## config.mk

```make
export PLATFORM = sky130hd
export DESIGN_NAME = velocity_ramp_mode_controller
export DESIGN_NICKNAME = d
export VERILOG_FILES = /design/src/rtl/vrmc_pkg.sv /design/src/rtl/vrmc_cfg.sv /design/src/rtl/vrmc_core.sv /design/src/rtl/velocity_ramp_mode_controller.sv
export SDC_FILE = /design/constraint.sdc
export NUM_CORES = 1
export LEC_CHECK = 0
export BUFFER_PORTS_ARGS = -buffer_cell sky130_fd_sc_hd__buf_2
export CORE_MARGIN = 5
export CORE_UTILIZATION = 44
export DETAILED_ROUTE_END_ITERATION = 10
export PLACE_DENSITY = 0.65
export SYNTH_ARGS = -nofsm -noshare
export SYNTH_HDL_FRONTEND = slang
export SYNTH_SLANG_ARGS = --single-unit
```

## constraint.sdc

```tcl
create_clock -name i_clk -period 17.2 [get_ports i_clk]
set_input_delay 3.44 -clock i_clk [delete_from_list [all_inputs] [get_ports i_clk]]
set_output_delay 3.44 -clock i_clk [all_outputs]
set_load 0.05 [all_outputs]
```

## src/rtl/vrmc_pkg.sv

```systemverilog
// Shared types, widths and codes for the velocity ramp mode controller.
package vrmc_pkg;

    localparam int SPEED_W  = 20;
    localparam int MAXSPD_W = 19;
    localparam int STEP_W   = 16;
    localparam int PERIOD_W = 10;
    localparam int KIND_W   = 3;
    localparam int MODE_W   = 3;
    localparam int CFG_IDX_W  = 2;
    localparam int CFG_DATA_W = MAXSPD_W;

    // Item kinds
    localparam logic [KIND_W-1:0] KIND_TICK  = 3'd0;
    localparam logic [KIND_W-1:0] KIND_UP    = 3'd1;
    localparam logic [KIND_W-1:0] KIND_DOWN  = 3'd2;
    localparam logic [KIND_W-1:0] KIND_STOP  = 3'd3;
    localparam logic [KIND_W-1:0] KIND_ESTOP = 3'd4;

    // Operating modes
    localparam logic [MODE_W-1:0] MODE_IDLE     = 3'd0;
    localparam logic [MODE_W-1:0] MODE_UP       = 3'd1;
    localparam logic [MODE_W-1:0] MODE_DOWN     = 3'd2;
    localparam logic [MODE_W-1:0] MODE_STOPPING = 3'd3;
    localparam logic [MODE_W-1:0] MODE_ESTOP    = 3'd4;

    // Register indexes
    localparam logic [CFG_IDX_W-1:0] REG_MAX_SPEED     = 2'd0;
    localparam logic [CFG_IDX_W-1:0] REG_ACCEL_STEP    = 2'd1;
    localparam logic [CFG_IDX_W-1:0] REG_STOP_STEP     = 2'd2;
    localparam logic [CFG_IDX_W-1:0] REG_UPDATE_PERIOD = 2'd3;

    // Register reset values
    localparam logic [MAXSPD_W-1:0] MAX_SPEED_RST     = 19'd10000;
    localparam logic [STEP_W-1:0]   ACCEL_STEP_RST    = 16'd100;
    localparam logic [STEP_W-1:0]   STOP_STEP_RST     = 16'd200;
    localparam logic [PERIOD_W-1:0] UPDATE_PERIOD_RST = 10'd10;

    typedef struct packed {
        logic [MAXSPD_W-1:0] max_speed;
        logic [STEP_W-1:0]   accel_step;
        logic [STEP_W-1:0]   stop_step;
        logic [PERIOD_W-1:0] update_period;
    } t_cfg;

    typedef struct packed {
        logic signed [SPEED_W-1:0] current_speed;
        logic signed [SPEED_W-1:0] target_speed;
        logic [MODE_W-1:0]         mode;
        logic                      emergency_active;
    } t_status;

endpackage

```

## src/rtl/vrmc_cfg.sv

```systemverilog
// Configuration register file of the velocity ramp mode controller.
module vrmc_cfg import vrmc_pkg::*; (
    input  logic                  i_clk,
    input  logic                  i_rst_n,
    input  logic                  i_wr,
    input  logic [CFG_IDX_W-1:0]  i_index,
    input  logic [CFG_DATA_W-1:0] i_data,
    output t_cfg                  o_cfg
);

    t_cfg r_cfg;

    // Load the addressed register on a write transfer
    always_ff @(posedge i_clk) begin
        if (!i_rst_n) begin
            r_cfg.max_speed     <= MAX_SPEED_RST;
            r_cfg.accel_step    <= ACCEL_STEP_RST;
            r_cfg.stop_step     <= STOP_STEP_RST;
            r_cfg.update_period <= UPDATE_PERIOD_RST;
        end else if (i_wr) begin
            unique case (i_index)
                REG_MAX_SPEED:     r_cfg.max_speed     <= i_data;
                REG_ACCEL_STEP:    r_cfg.accel_step    <= i_data[STEP_W-1:0];
                REG_STOP_STEP:     r_cfg.stop_step     <= i_data[STEP_W-1:0];
                REG_UPDATE_PERIOD: r_cfg.update_period <= i_data[PERIOD_W-1:0];
                default: ;
            endcase
        end
    end

    assign o_cfg = r_cfg;

endmodule

```

## src/rtl/vrmc_core.sv

```systemverilog
// Mode and speed state with the next-state logic for one item.
module vrmc_core import vrmc_pkg::*; (
    input  logic                      i_clk,
    input  logic                      i_rst_n,
    input  logic                      i_fire,
    input  logic [KIND_W-1:0]         i_kind,
    input  logic signed [SPEED_W-1:0] i_req,
    input  t_cfg                      i_cfg,
    output t_status                   o_next
);

    logic signed [SPEED_W-1:0] r_speed, n_speed;
    logic signed [SPEED_W-1:0] r_goal, n_goal;
    logic [MODE_W-1:0]         r_mode, n_mode;
    logic [PERIOD_W-1:0]       r_elapsed, n_elapsed;

    logic [PERIOD_W:0]         cnt;
    logic [SPEED_W-1:0]        mag_raw;
    logic [SPEED_W-1:0]        mag;
    logic signed [SPEED_W-1:0] ramp_speed;
    logic signed [SPEED_W-1:0] stop_speed;

    // Move cur toward goal by step, landing exactly on goal
    function automatic logic signed [SPEED_W-1:0] ramp_to(
        input logic signed [SPEED_W-1:0] cur,
        input logic signed [SPEED_W-1:0] goal,
        input logic [STEP_W-1:0]         step
    );
        logic signed [SPEED_W:0] cur_x;
        logic signed [SPEED_W:0] goal_x;
        logic signed [SPEED_W:0] step_x;
        logic signed [SPEED_W:0] up;
        logic signed [SPEED_W:0] dn;
        logic signed [SPEED_W-1:0] res;
        cur_x  = {cur[SPEED_W-1], cur};
        goal_x = {goal[SPEED_W-1], goal};
        step_x = signed'({{(SPEED_W+1-STEP_W){1'b0}}, step});
        up     = cur_x + step_x;
        dn     = cur_x - step_x;
        res    = goal;
        if (cur < goal) begin
            if (up <= goal_x) begin
                res = up[SPEED_W-1:0];
            end
        end else if (cur > goal) begin
            if (dn >= goal_x) begin
                res = dn[SPEED_W-1:0];
            end
        end
        return res;
    endfunction

    // Clamped request magnitude and the two ramp candidates
    always_comb begin
        mag_raw = i_req[SPEED_W-1] ? (~i_req + 1'b1) : i_req;
        mag     = (mag_raw > {1'b0, i_cfg.max_speed}) ? {1'b0, i_cfg.max_speed} : mag_raw;
        cnt     = {1'b0, r_elapsed} + 1'b1;
        ramp_speed = ramp_to(r_speed, r_goal, i_cfg.accel_step);
        stop_speed = ramp_to(r_speed, '0, i_cfg.stop_step);
    end

    // Next state for the item at hand
    always_comb begin
        n_speed   = r_speed;
        n_goal    = r_goal;
        n_mode    = r_mode;
        n_elapsed = r_elapsed;
        unique case (i_kind)
            KIND_TICK: begin
                if (cnt >= {1'b0, i_cfg.update_period}) begin
                    n_elapsed = '0;
                    case (r_mode)
                        MODE_UP, MODE_DOWN: n_speed = ramp_speed;
                        MODE_STOPPING: begin
                            n_speed = stop_speed;
                            if (stop_speed == '0) begin
                                n_mode = MODE_IDLE;
                            end
                        end
                        MODE_ESTOP: ;
                        default: n_speed = '0;
                    endcase
                end else begin
                    n_elapsed = cnt[PERIOD_W-1:0];
                end
            end
            KIND_UP: begin
                n_goal = signed'(mag);
                n_mode = (mag == '0) ? MODE_IDLE : MODE_UP;
            end
            KIND_DOWN: begin
                n_goal = -signed'(mag);
                n_mode = (mag == '0) ? MODE_IDLE : MODE_DOWN;
            end
            KIND_STOP: begin
                n_goal = '0;
                n_mode = (r_speed == '0) ? MODE_IDLE : MODE_STOPPING;
            end
            KIND_ESTOP: begin
                n_goal  = '0;
                n_speed = '0;
                n_mode  = MODE_ESTOP;
            end
            default: ;
        endcase
    end

    // Commit state when the item is processed
    always_ff @(posedge i_clk) begin
        if (!i_rst_n) begin
            r_speed   <= '0;
            r_goal    <= '0;
            r_mode    <= MODE_IDLE;
            r_elapsed <= '0;
        end else if (i_fire) begin
            r_speed   <= n_speed;
            r_goal    <= n_goal;
            r_mode    <= n_mode;
            r_elapsed <= n_elapsed;
        end
    end

    assign o_next.current_speed    = n_speed;
    assign o_next.target_speed     = n_goal;
    assign o_next.mode             = n_mode;
    assign o_next.emergency_active = (n_mode == MODE_ESTOP);

endmodule

```

## src/rtl/velocity_ramp_mode_controller.sv

```systemverilog
// Path: the input register holds the accepted item, then the result register holds its result.
// Throughput: one item per cycle while i_stall is low; a new item is taken while a result
// waits in the output register. The rate is set by the single next-state pass of the ramp
// and mode logic.
// Reset (synchronous, active low): speed, target and tick count zero, mode idle,
// registers at their defaults, both pipeline registers empty.
module velocity_ramp_mode_controller import vrmc_pkg::*; (
    input  logic                      i_clk,
    input  logic                      i_rst_n,
    // item input
    input  logic                      i_valid,
    output logic                      o_stall,
    input  logic [KIND_W-1:0]         i_kind,
    input  logic signed [SPEED_W-1:0] i_speed_request,
    // result output
    output logic                      o_valid,
    input  logic                      i_stall,
    output logic signed [SPEED_W-1:0] o_current_speed,
    output logic signed [SPEED_W-1:0] o_target_speed,
    output logic [MODE_W-1:0]         o_mode,
    output logic                      o_emergency_active,
    // configuration writes
    input  logic                      i_cfg_valid,
    output logic                      o_cfg_ready,
    input  logic [CFG_IDX_W-1:0]      i_cfg_index,
    input  logic [CFG_DATA_W-1:0]     i_cfg_data
);

    logic                      r_in_valid;
    logic [KIND_W-1:0]         r_kind;
    logic signed [SPEED_W-1:0] r_req;
    logic                      r_out_valid;
    t_status                   r_out;

    logic    advance;
    logic    in_xfer;
    t_cfg    cfg;
    t_status next_status;

    // Configuration registers, always ready
    assign o_cfg_ready = 1'b1;

    vrmc_cfg u_cfg (
        .i_clk   (i_clk),
        .i_rst_n (i_rst_n),
        .i_wr    (i_cfg_valid),
        .i_index (i_cfg_index),
        .i_data  (i_cfg_data),
        .o_cfg   (cfg)
    );

    // Advance the held item when the result register is free or being drained
    assign advance = r_in_valid && (!r_out_valid || !i_stall);
    assign o_stall = r_in_valid && !advance;
    assign in_xfer = i_valid && !o_stall;

    // Input register
    always_ff @(posedge i_clk) begin
        if (!i_rst_n) begin
            r_in_valid <= 1'b0;
        end else if (in_xfer) begin
            r_in_valid <= 1'b1;
        end else if (advance) begin
            r_in_valid <= 1'b0;
        end
    end

    always_ff @(posedge i_clk) begin
        if (in_xfer) begin
            r_kind <= i_kind;
            r_req  <= i_speed_request;
        end
    end

    vrmc_core u_core (
        .i_clk   (i_clk),
        .i_rst_n (i_rst_n),
        .i_fire  (advance),
        .i_kind  (r_kind),
        .i_req   (r_req),
        .i_cfg   (cfg),
        .o_next  (next_status)
    );

    // Result register
    always_ff @(posedge i_clk) begin
        if (!i_rst_n) begin
            r_out_valid <= 1'b0;
        end else if (advance) begin
            r_out_valid <= 1'b1;
        end else if (!i_stall) begin
            r_out_valid <= 1'b0;
        end
    end

    always_ff @(posedge i_clk) begin
        if (advance) begin
            r_out <= next_status;
        end
    end

    assign o_valid            = r_out_valid;
    assign o_current_speed    = r_out.current_speed;
    assign o_target_speed     = r_out.target_speed;
    assign o_mode             = r_out.mode;
    assign o_emergency_active = r_out.emergency_active;

endmodule
```

# Word level (Yosys, flattened, before mapping)
# Cells that the tools add are included.
dict set report totals {
  regBits 183
  input_bits 49
  output_inout_bits 47
  word_cells 94
}
dict set report classes {
  addsub 7
  n_lt_le_gt_ge 10
  eq_ne 13
  mux 26
  bitwise 1
  reduce_logical 21
}
# cell count
set op_table {}
lappend op_table {{20-bit 2-to-1 mux} 11}
lappend op_table {{20-bit one-hot mux with 3 select lines} 2}
lappend op_table {{20-bit logical NOT} 3}
lappend op_table {{20-bit by 17-bit adder with 21-bit output} 2}
lappend op_table {{20-bit by 17-bit subtractor with 21-bit output} 2}
lappend op_table {{20-bit one-hot mux with 2 select lines} 1}
lappend op_table {{21-bit by 1-bit >= comparator with 1-bit output (second input constant)} 1}
lappend op_table {{21-bit by 20-bit >= comparator with 1-bit output} 1}
lappend op_table {{21-bit by 1-bit less-or-equal comparator with 1-bit output (second input constant)} 1}
lappend op_table {{21-bit by 20-bit less-or-equal comparator with 1-bit output} 1}
lappend op_table {{20-bit by 1-bit adder with 20-bit output (second input constant)} 1}
lappend op_table {{20-bit by 1-bit greater-than comparator with 1-bit output (second input constant)} 1}
lappend op_table {{20-bit by 19-bit greater-than comparator with 1-bit output} 1}
lappend op_table {{20-bit greater-than comparator} 1}
lappend op_table {{20-bit by 1-bit < comparator with 1-bit output (second input constant)} 1}
lappend op_table {{20-bit < comparator} 1}
lappend op_table {{20-bit negator} 1}
lappend op_table {{20-bit inverter} 1}
lappend op_table {{3-bit one-hot mux with 5 select lines} 1}
lappend op_table {{3-bit by 2-bit equality test with 1-bit output (second input constant)} 4}
lappend op_table {{10-bit by 1-bit adder with 11-bit output (second input constant)} 1}
lappend op_table {{11-bit by 10-bit >= comparator with 1-bit output} 1}
lappend op_table {{10-bit 2-to-1 mux} 1}
lappend op_table {{2-bit AND reduction} 5}
lappend op_table {{15 further kinds} 32}

# Logic depth before layout (Yosys ltp)
# Gate-level depths: netlist of the first run.
dict set report depth {
  word_depth 11
  depth_mapped 28
  mapped_depth_nobuf 26
}

# Cells and area by module
# A second synthesis of the first run with hierarchy kept.
dict set report hier_totals {
  cells_unflattened 1887
  hier_area_um2 15613.7
}
# mod instances cells_each area_each_um2 seq_area_each_um2
set by_module_without_submodules {}
lappend by_module_without_submodules {vrmc_core 1 1574 11118.2 1061.0}
lappend by_module_without_submodules {vrmc_cfg 1 236 2388.5 1221.2}
lappend by_module_without_submodules {velocity_ramp_mode_controller 1 77 2107.0 2052.0}

# Worst setup path before layout of the first run
# OpenSTA, ideal clock, no wires.
dict set report synth_path {
  kind {in2out}
  startpoint {input port i_stall}
  endpoint {output port o_stall}
  arrival_time_ps 3921
  required_time_ps 13760
  path_slack_ps 9839
  path_stages 1
  path_buffers 0
  path_cell_list {and3_1}
}
dict set report synth_via {
  elab_chain_len 5
}
# element line
set synth_rtl {}
lappend synth_rtl {{start: declaration} velocity_ramp_mode_controller.sv:17} ;# input logic i_stall,
lappend synth_rtl {{1-bit logical NOT} -}
lappend synth_rtl {{1-bit logical OR} velocity_ramp_mode_controller.sv:53} ;# assign advance = r_in_valid && (!r_out_valid || !i_stall);
lappend synth_rtl {{1-bit logical AND} velocity_ramp_mode_controller.sv:53}
lappend synth_rtl {{1-bit logical NOT} velocity_ramp_mode_controller.sv:54} ;# assign o_stall = r_in_valid && !advance;
lappend synth_rtl {{1-bit logical AND} velocity_ramp_mode_controller.sv:54}
lappend synth_rtl {{end: declaration} velocity_ramp_mode_controller.sv:12} ;# output logic o_stall,
# Every way passes these cells.

# Worst setup path after layout of the first run
# Ends and elaborated chain as after synthesis.

==> results.py, run 1 <==
metrics = {
    "synth": {
        "synth_cell_types": 98,
        "avgSynthCellArea_um2": 7.870,
        "yosysWarningCount": 0,
        "synth.area.top_cells": "dfxtp_1, edfxtp_1, ha_1",
        "synth_edf_count": 67,
        "synthFlopType": "dfxtp_1",
        "ys_ff_latch": 183,
        "synth_top_area_share": 0.1457,
        "yosysTopAreaCell": "dfxtp_1",
        "syn-num-nets": 2236,
        "synthArstFlopShare": 0,
        "netlist_area_um2": 15940,
        "yosysSeqAreaShare": 0.2720,
        "synthCells": 2025,
    },
    "setup_path": {
        "required_ns": 13.76,
        "crit_path_cell_trace": "buf_2, and3_1, buf_2",
        "crit_path_end_kind": "output port",
        "crit_path_max_incr_delay_ns": 0.28,
        "cp_max_fo": 3,
        "cpMaxStageDelayCell": "buf_2",
        "cp.buffers_inverters": 2,
        "critPathTopFamily": "buffers and inverters",
        "critical_path_arrival_ns": 4.02,
        "path_class": "in2out",
        "cpMostUsedCell": "buf_2",
        "critPathLaunchType": "primary input",
    },
    "global_route": {
        "grt_pass1_vias": 14344,
        "grt_max_degree": 71,
        "grt_pass1_wl_mm": 84.39,
        "grt_use_met1": 0.3792,
        "grt_use_total": 0.2631,
        "grt_use_met2": 0.4014,
        "antenna_found_initial": 1,
        "met3_usage": 0.04803,
        "overflow": 0,
        "top_usage_layer": "met2",
    },
    "job": {
        "drv_cap": 0,
    },
    "power": {
        "ir_worst_vdd_mv": 0.07344,
        "p_seq_frac": 0.416,
        "swShare": 0.3265,
        "power_leakage_nw": 6.889,
        "netSwitchingPower_uw": 380.1,
        "p_int_uw": 784.2,
        "p_per_area_nw_per_um2": 67.11,
        "power_mw": 1.164,
        "clockPowerShare": 0.360,
        "power_frac_comb": 0.224,
    },
    "floorplan": {
        "die_w_um": 200.3,
        "core_um2": 35660,
        "die-area_um2": 40130,
        "num_rows": 69,
        "io_pins": 96,
        "start_util": 0.4470,
        "die_h_um": 200.3,
    },
    "timing": {
        "rsz0062_at_grt": "false",
        "fin_crit_sh": 0.4335,
        "skew_ns": 0.01401,
        "period_needed_ns": 7.456,
        "final_hold_viol_count": 0,
        "final-setup-viol-count": 0,
        "relSlewSlack": 0.2063,
        "fin_ws_ns": 9.744,
        "fin_tns_setup_ns": 0,
        "tightest_slew_ns": 1.186,
        "fmax_ghz": 0.1341,
        "slew_viol_final": 0,
    },
    "drt": {
        "drt_first_pass_iters": 6,
        "vias_per_cell": 6.212,
        "via_count": 15692,
        "wl_mm": 54.98,
        "ant_nets": 0,
        "wl_per_cell_um": 21.76,
        "first_iter_violations": 1798,
        "drc": 0,
    },
    "cts": {
        "clkTransAtPathRegs_ns": 0.07,
        "root_buffer": "clkbuf_16",
        "cts_buffers": 17,
        "post_cts_buffers": 0,
        "ctsHoldBuffers": 0,
        "cts.htree.levels": 4,
        "clock_latency_ns": 0.47,
        "clockBufferDepth": 2,
        "ctsResizeCount": 0,
        "cts_sinks": 183,
        "tritoncts": "yes",
    },
    "place": {
        "hpwl_mm": 42.54,
        "dp_slack_ns": 9.740,
        "routabilityCongestion": 1.030,
        "place_area_um2": 16730,
        "portBuffers": 94,
    },
    "hold_path": {
        "hold_path.class": "reg2reg",
    },
    "layout": {
        "area.growth.synth_to_final_pct": 8.879,
        "final_cell_mix": "nand2_1, a21oi_1, nor2_1, ha_1, inv_1",
        "antenna_cells": 0,
        "fin_nets": 2263,
        "drive_gt1_frac": 0.1065,
        "layout_commonest_cell": "nand2_1",
        "fin_area_um2": 17350,
    },
    "status": {
        "status": "completed",
    },
}
## cell usage after synthesis (all sizes together), types with 23 or more instances
cell type / number
nand2: 264
dfxtp: 116
xor2: 24
o21a: 26
clkbuf: 87
o211ai: 29
o21ai: 113
edfxtp: 67
nand2b: 23
a21o: 27
nand4: 24
ha: 158
xnor2: 66
nor2: 174
nor3: 26
a21oi: 185
mux2i: 23
nand3: 54
inv: 127
## stage by stage
step           cells  hold slack [ns]  utilization
6_report        2526           0.4608       0.4866
3_5_place_dp    2494           0.4490       0.4692
4_1_cts         2526           0.4586       0.4866
5_1_grt         2526           0.4838       0.4866
2_1_floorplan   2025           0.4363            -
3_3_place_gp    2494           0.4454       0.4692
## flip-flops by register name, indices dropped and copies added, names as in the netlist
| register | flops |
|---|---|
| o_emergency_active | 1 |
| o_target_speed | 20 |
| r_req | 20 |
| u_core.r_goal | 20 |
| u_core.r_mode | 3 |
| u_core.r_speed | 20 |
| r_kind | 3 |
| o_mode | 3 |
| u_cfg.o_cfg | 61 |
| u_core.r_elapsed | 10 |
| o_current_speed | 20 |
| r_in_valid | 1 |
| o_valid | 1 |
## layout make-up
type	instances	area, um2
timing repair buffer	115	628.1
clock buffer	22	518.0
tap	461	576.8
sequential	183	4334
inverter	129	484.2
clock inverter	10	102.6
fill	3524	18300
multi-input combinational	1606	10710
## worst paths after layout
check | from | endpoint | slack, ns | depth (start not counted)
max reg2reg | r_req[0] | o_emergency_active | 10.12 | 25
min | u_cfg.o_cfg[9] | u_cfg.o_cfg[9] | 0.46 | 2
min reg2reg | u_cfg.o_cfg[9] | u_cfg.o_cfg[9] | 0.46 | 2
max | i_stall | o_stall | 9.74 | 3
## worst min-delay path: stages (launching register included)
cell and delay [ns]:
dfxtp_1 0.31, nand2_1 0.05, a21oi_1 0.05
## routing by layer
metal  vias up  part of all wire
li1       7442                 -
met4         2             0.029
met1      7419              0.45
met5         -           0.00024
met3        87             0.087
met2       742              0.43
## cell families after synthesis
kind of cell,synth area share
flops,0.2720
buf+inv,0.05731
other cells,0.0002353
mux,0.02104
compound gates,0.2662
xor+xnor,0.04946
fa+ha+maj,0.1291
simple gates,0.2047
## power groups by stage
stage / clock, mW / combinational [mW] / sequential (mW)
2_1_floorplan: 0 / 0.168 / 0.504
3_3_place_gp: 0 / 0.250 / 0.494
3_5_place_dp: 0 / 0.254 / 0.494
4_1_cts: 0.425 / 0.255 / 0.484
5_1_grt: 0.441 / 0.283 / 0.486
6_report: 0.420 / 0.260 / 0.484
Power figures use the tool's default switching activity.
==> inputs of run 2 (changes only) <==
--- a/config.mk
+++ b/config.mk
@@ -5,11 +5,12 @@
 export SDC_FILE = /design/constraint.sdc
 export NUM_CORES = 1
 export LEC_CHECK = 0
+export ABC_AREA = 1
 export BUFFER_PORTS_ARGS = -buffer_cell sky130_fd_sc_hd__buf_2
 export CORE_MARGIN = 5
 export CORE_UTILIZATION = 44
 export DETAILED_ROUTE_END_ITERATION = 10
-export PLACE_DENSITY = 0.65
+export PLACE_DENSITY = 0.67
 export SYNTH_ARGS = -nofsm -noshare
 export SYNTH_HDL_FRONTEND = slang
 export SYNTH_SLANG_ARGS = --single-unit
==> constraint.sdc (replaced) <==
create_clock -name i_clk -period 6.1 [get_ports i_clk]
set_input_delay 1.22 -clock i_clk [delete_from_list [all_inputs] [get_ports i_clk]]
set_output_delay 1.22 -clock i_clk [all_outputs]
set_load 0.05 [all_outputs]
==> results.py, run 2 <==
metrics = {
    "place": {
        "dp_slack_ns": 0.4974,
        "routabilityCongestion": 0.9744,
        "portBuffers": 94,
        "hpwl_mm": 43.07,
    },
    "timing": {
        "rsz0062_at_grt": "false",
        "hold_slack_ns": 0.4706,
        "final-setup-viol-count": 0,
        "fin_tns_setup_ns": 0,
        "fin_ws_ns": 0.5282,
        "fin_crit_sh": 0.9134,
        "period_needed_ns": 5.572,
        "fmax_ghz": 0.1795,
        "relSlewSlack": 0.3419,
        "slew_viol_final": 0,
        "skew_ns": 0.01372,
        "final_hold_viol_count": 0,
        "tightest_slew_ns": 0.9861,
    },
    "layout": {
        "final_cell_mix": "nand2_1, inv_1, a21oi_1, nor2_1, o21ai_0",
        "n_fill_cell": 3668,
        "layout_commonest_cell": "nand2_1",
        "register_area_um2": 4335,
        "area.growth.synth_to_final_pct": 8.999,
        "multi_input_area_um2": 9688,
        "fin_nets": 2583,
        "drive_gt1_frac": 0.08637,
        "largest_reg_flops": 61,
    },
    "floorplan": {
        "core_um2": 35400,
        "die-area_um2": 39620,
        "num_rows": 69,
        "die_h_um": 199.0,
        "start_util": 0.4443,
        "io_pins": 96,
        "die_w_um": 199.0,
    },
    "drt": {
        "drc": 0,
        "wl_per_cell_um": 19.15,
        "ant_nets": 0,
        "vias_per_cell": 5.515,
        "via_count": 15700,
        "first_iter_violations": 1235,
        "drt_first_pass_iters": 5,
        "wl_mm": 54.51,
    },
    "setup_path": {
        "required_ns": 6.51,
        "reg2reg_setup_slack_ns": 0.53,
        "crit_path_end_kind": "flop",
        "cp_max_fo": 31,
        "crit_path_max_incr_delay_ns": 0.47,
        "cpMaxStageDelayCell": "dfxtp_1",
        "critical_path_arrival_ns": 5.98,
        "reg2regPathDepth": 31,
        "critPathLaunchType": "flop",
        "cpMostUsedCell": "nand2_1",
        "reg2reg_from": "u_core.r_speed[0]",
        "reg2reg_to": "u_core.r_speed[5]",
        "path_class": "reg2reg",
    },
    "hold_path": {
        "worstHoldPathCells": 2,
        "min_to": "u_cfg.o_cfg[5]",
        "hp-start": "u_cfg.o_cfg[5]",
        "hold_path.class": "reg2reg",
    },
    "power": {
        "clockPowerShare": 0.255,
        "swShare": 0.4323,
        "ir_worst_vdd_mv": 0.2160,
        "p_per_area_nw_per_um2": 249.5,
        "power_leakage_nw": 8.523,
        "p_int_mw": 2.428,
        "p_seq_frac": 0.329,
        "netSwitchingPower_mw": 1.849,
        "power_frac_comb": 0.416,
    },
    "synth": {
        "yosysTopAreaCell": "dfxtp_1",
        "ys_ff_latch": 183,
        "synthCells": 2321,
        "syn-num-nets": 2532,
        "synth_top_area_share": 0.1477,
        "synthFlopType": "dfxtp_1",
        "synth_cell_types": 57,
        "synth_edf_count": 67,
        "synthArstFlopShare": 0,
        "synth.area.top_cells": "dfxtp_1, edfxtp_1, nand2_1",
        "synth.most_common_cell": "nand2_1",
        "yosysSeqAreaShare": 0.2756,
        "avgSynthCellArea_um2": 6.775,
        "netlist_area_um2": 15730,
        "yosysWarningCount": 0,
        "synth_common_cells": "nand2_1, inv_1, a21oi_1",
    },
    "cts": {
        "post_cts_buffers": 0,
        "cts_sinks": 183,
        "clockBufferDepth": 2,
        "tritoncts": "yes",
        "clkTransAtPathRegs_ns": 0.08,
        "ctsHoldBuffers": 0,
        "cts.htree.levels": 4,
        "cts_buffers": 17,
        "root_buffer": "clkbuf_16",
        "clock_latency_ns": 0.46,
        "ctsResizeCount": 0,
    },
    "global_route": {
        "overflow": 0,
        "grt_max_degree": 66,
        "grt_use_total": 0.2739,
        "antenna_found_initial": 2,
        "grt_pass1_vias": 14703,
        "grt_pass1_wl_mm": 84.21,
    },
    "job": {
        "drv_cap": 0,
    },
    "status": {
        "status": "completed",
    },
}
[run 2: worst max-delay path by stage]
stage	startpoint	to	cells after the start
after floorplan	u_core.r_speed[1]	u_core.r_speed[14]	32
after detailed placement	u_core.r_speed[1]	o_current_speed[13]	28
after CTS	u_core.r_speed[1]	o_current_speed[13]	28
after global routing	u_core.r_speed[0]	u_core.r_speed[13]	31
after global placement	u_core.r_speed[1]	o_current_speed[13]	28
final	u_core.r_speed[0]	u_core.r_speed[5]	31
[run 2: critical path, delay by kind of cell (launching register included)]
| kind | cells | cell delay, ns |
|---|---|---|
| AOI/OAI and AO/OA | 12 | 2.06 |
| and+or+nand+nor | 11 | 1.24 |
| adders and majority gates | 3 | 0.94 |
| buffers and inverters | 4 | 0.57 |
| DFF | 1 | 0.47 |
| xor gates and xnor gates | 1 | 0.20 |
[run 2: logic make-up after synthesis]
logic type | count (synthesis) | synth area share
and+or+nand+nor | 936 | 0.2555
DFF | 183 | 0.2756
xor gates and xnor gates | 70 | 0.03899
adders and majority gates | 162 | 0.1308
AOI/OAI and AO/OA | 534 | 0.1896
buffers and inverters | 435 | 0.1092
other | 1 | 0.0002385
[run 2: per-stage QoR]
stage	cell area, um2	cells	util	total power [mW]
4_1_cts	17140	2846	0.4841	4.265
2_1_floorplan	15730	2321	-	2.674
5_1_grt	17140	2846	0.4842	4.555
3_3_place_gp	16580	2814	0.4684	3.164
3_5_place_dp	16580	2814	0.4684	3.176
6_report	17140	2847	0.4842	4.277
[run 2: final cells by class]
class                   count  share of cell area
diodes                      1           0.0001460
clock buffers              18             0.02562
clock inverters            14            0.006862
inverters                 347             0.07599
multi-input cells        1703              0.5652
flip-flops and latches    183              0.2529
well taps                 461             0.03365
repair buffers            120             0.03956
[run 2: per-layer routing]
metal | track usage | wire length [um] | up-vias
met2 | 0.4449 | 24730 | 568
met1 | 0.3724 | 24640 | 7275
met5 | 0 | 0 | -
met3 | 0.05285 | 3643 | 95
met4 | 0.07827 | 1493 | 0
li1 | - | - | 7762
[run 2: power groups by stage]
stage	logic [mW]	clock network, mW	registers, mW
2_1_floorplan	1.20	0	1.47
3_3_place_gp	1.73	0	1.43
3_5_place_dp	1.74	0	1.43
4_1_cts	1.75	1.11	1.41
5_1_grt	1.98	1.16	1.41
6_report	1.78	1.09	1.41
==> inputs of run 3 (changes only) <==
--- a/config.mk
+++ b/config.mk
@@ -8,9 +8,9 @@
 export ABC_AREA = 1
 export BUFFER_PORTS_ARGS = -buffer_cell sky130_fd_sc_hd__buf_2
 export CORE_MARGIN = 5
-export CORE_UTILIZATION = 44
+export CORE_UTILIZATION = 40
 export DETAILED_ROUTE_END_ITERATION = 10
-export PLACE_DENSITY = 0.67
+export PLACE_DENSITY = 0.62
 export SYNTH_ARGS = -nofsm -noshare
 export SYNTH_HDL_FRONTEND = slang
 export SYNTH_SLANG_ARGS = --single-unit
==> results.py, run 3 (synthesis gave the netlist of run 2 again) <==
metrics = {
    "layout": {
        "register_area_um2": 4334,
        "n_fill_cell": 4156,
        "largest_reg_flops": 61,
        "fin_nets": 2580,
        "layout_commonest_cell": "nand2_1",
        "final_cells": 2900,
        "final_cell_mix": "nand2_1, inv_1, a21oi_1, nor2_1, o21ai_0",
        "multi_input_area_um2": 9686,
        "area.growth.synth_to_final_pct": 9.294,
        "antenna_cells": 0,
        "drive_gt1_frac": 0.08564,
    },
    "timing": {
        "fin_crit_sh": 0.9034,
        "final-setup-viol-count": 0,
        "skew_ns": 0.01189,
        "slew_viol_final": 0,
        "fin_tns_setup_ns": 0,
        "fin_ws_ns": 0.5895,
        "rsz0062_at_grt": "false",
        "tightest_slew_ns": 1.344,
        "fmax_ghz": 0.1815,
        "final_hold_viol_count": 0,
        "relSlewSlack": 0.1005,
        "period_needed_ns": 5.510,
    },
    "hold_path": {
        "hold_path.class": "reg2reg",
    },
    "drt": {
        "drc": 0,
        "wl_mm": 52.47,
        "ant_nets": 0,
        "wl_per_cell_um": 18.09,
        "drt_first_pass_iters": 5,
        "vias_per_cell": 5.346,
        "first_iter_violations": 1277,
        "via_count": 15502,
    },
    "setup_path": {
        "required_ns": 6.45,
        "critical_path_arrival_ns": 5.86,
        "crit_path_end_kind": "flop",
        "crit_path_max_incr_delay_ns": 0.45,
        "critPathLaunchType": "flop",
        "path_class": "reg2reg",
        "cpMaxStageDelayCell": "dfxtp_1",
        "cpMostUsedCell": "nand2_1",
        "reg2reg_setup_slack_ns": 0.59,
        "cp_max_fo": 38,
    },
    "cts": {
        "clockBufferDepth": 2,
        "cts_sinks": 183,
        "root_buffer": "clkbuf_16",
        "cts.htree.levels": 4,
        "clkTransAtPathRegs_ns": 0.07,
        "ctsResizeCount": 0,
        "cts_buffers": 17,
        "tritoncts": "yes",
        "clock_latency_ns": 0.46,
        "ctsHoldBuffers": 0,
        "post_cts_buffers": 0,
    },
    "job": {
        "drv_cap": 0,
    },
    "place": {
        "portBuffers": 94,
        "dpl.cell_count": 2868,
        "dp_slack_ns": 0.6916,
        "hpwl_mm": 41.73,
        "routabilityCongestion": 0.9756,
    },
    "floorplan": {
        "io_pins": 96,
        "core_um2": 38740,
        "num_rows": 72,
        "die_w_um": 208.3,
        "start_util": 0.4059,
        "die_h_um": 208.3,
        "die-area_um2": 43380,
    },
    "power": {
        "power_leakage_nw": 8.524,
        "p_per_area_nw_per_um2": 248.9,
        "ir_worst_vdd_mv": 0.2376,
        "power_mw": 4.278,
    },
    "global_route": {
        "grt_pass1_vias": 14253,
        "grt_max_degree": 79,
        "overflow": 0,
        "antenna_found_initial": 1,
        "grt_use_total": 0.2345,
        "grt_pass1_wl_mm": 80.84,
    },
    "status": {
        "status": "completed",
    },
}
## run 3: cell types whose count changed in the layout (fill, tap and decap cells not counted), sizes merged
| cell | delta |
|---|---|
| clkinvlp | -2 |
| diode | -1 |
| buf | -3 |
| clkinv | -3 |
| clkbuf | +1 |
| inv | +4 |
## run 3: critical path: cells and delay by family, from the launching register on
kind	cells	cell delay, ns
AOI/OAI and AO/OA	10	1.88
and+or+nand+nor	14	1.35
adders and majority gates	3	0.93
buffers and inverters	4	0.51
DFF	1	0.45
xor gates and xnor gates	1	0.26
## run 3: routing by layer
metal,track usage,routed length [um]
met5,0,0
met3,0.03510,3179
met1,0.3143,23340
met4,0.07678,1450
met2,0.3894,24500
## run 3: where the power goes
part	total (mW)	switching, mW	internal [mW]	leakage, nW
combinational	1.75	1.22	0.538	6.63
clock	1.11	0.544	0.570	0.290
sequential	1.41	0.0650	1.34	1.60
## run 3: cell type report
cell class	instances	share of cell area
well taps	518	0.03771
flip-flops and latches	183	0.2522
inverters	347	0.07579
repair buffers	117	0.03742
clock buffers	19	0.02701
multi-input cells	1703	0.5636
clock inverters	13	0.006334
## run 3: final timing paths
| check | start | endpoint | cells after the start |
|---|---|---|---|
| setup / recovery | u_core.r_speed[0] | u_core.r_speed[7] | 32 |
| hold / removal | u_cfg.o_cfg[6] | u_cfg.o_cfg[6] | 2 |
| setup reg to reg | u_core.r_speed[0] | u_core.r_speed[7] | 32 |
| hold reg to reg | u_cfg.o_cfg[6] | u_cfg.o_cfg[6] | 2 |
## run 3: through the flow
step | util | hold slack, ns | instance area [um2]
floorplan | - | 0.4353 | 15730
global placement | 0.4289 | 0.4570 | 16610
detailed placement | 0.4289 | 0.4599 | 16610
CTS | 0.4437 | 0.4711 | 17190
global route | 0.4437 | 0.4934 | 17190
finish | 0.4437 | 0.4694 | 17190
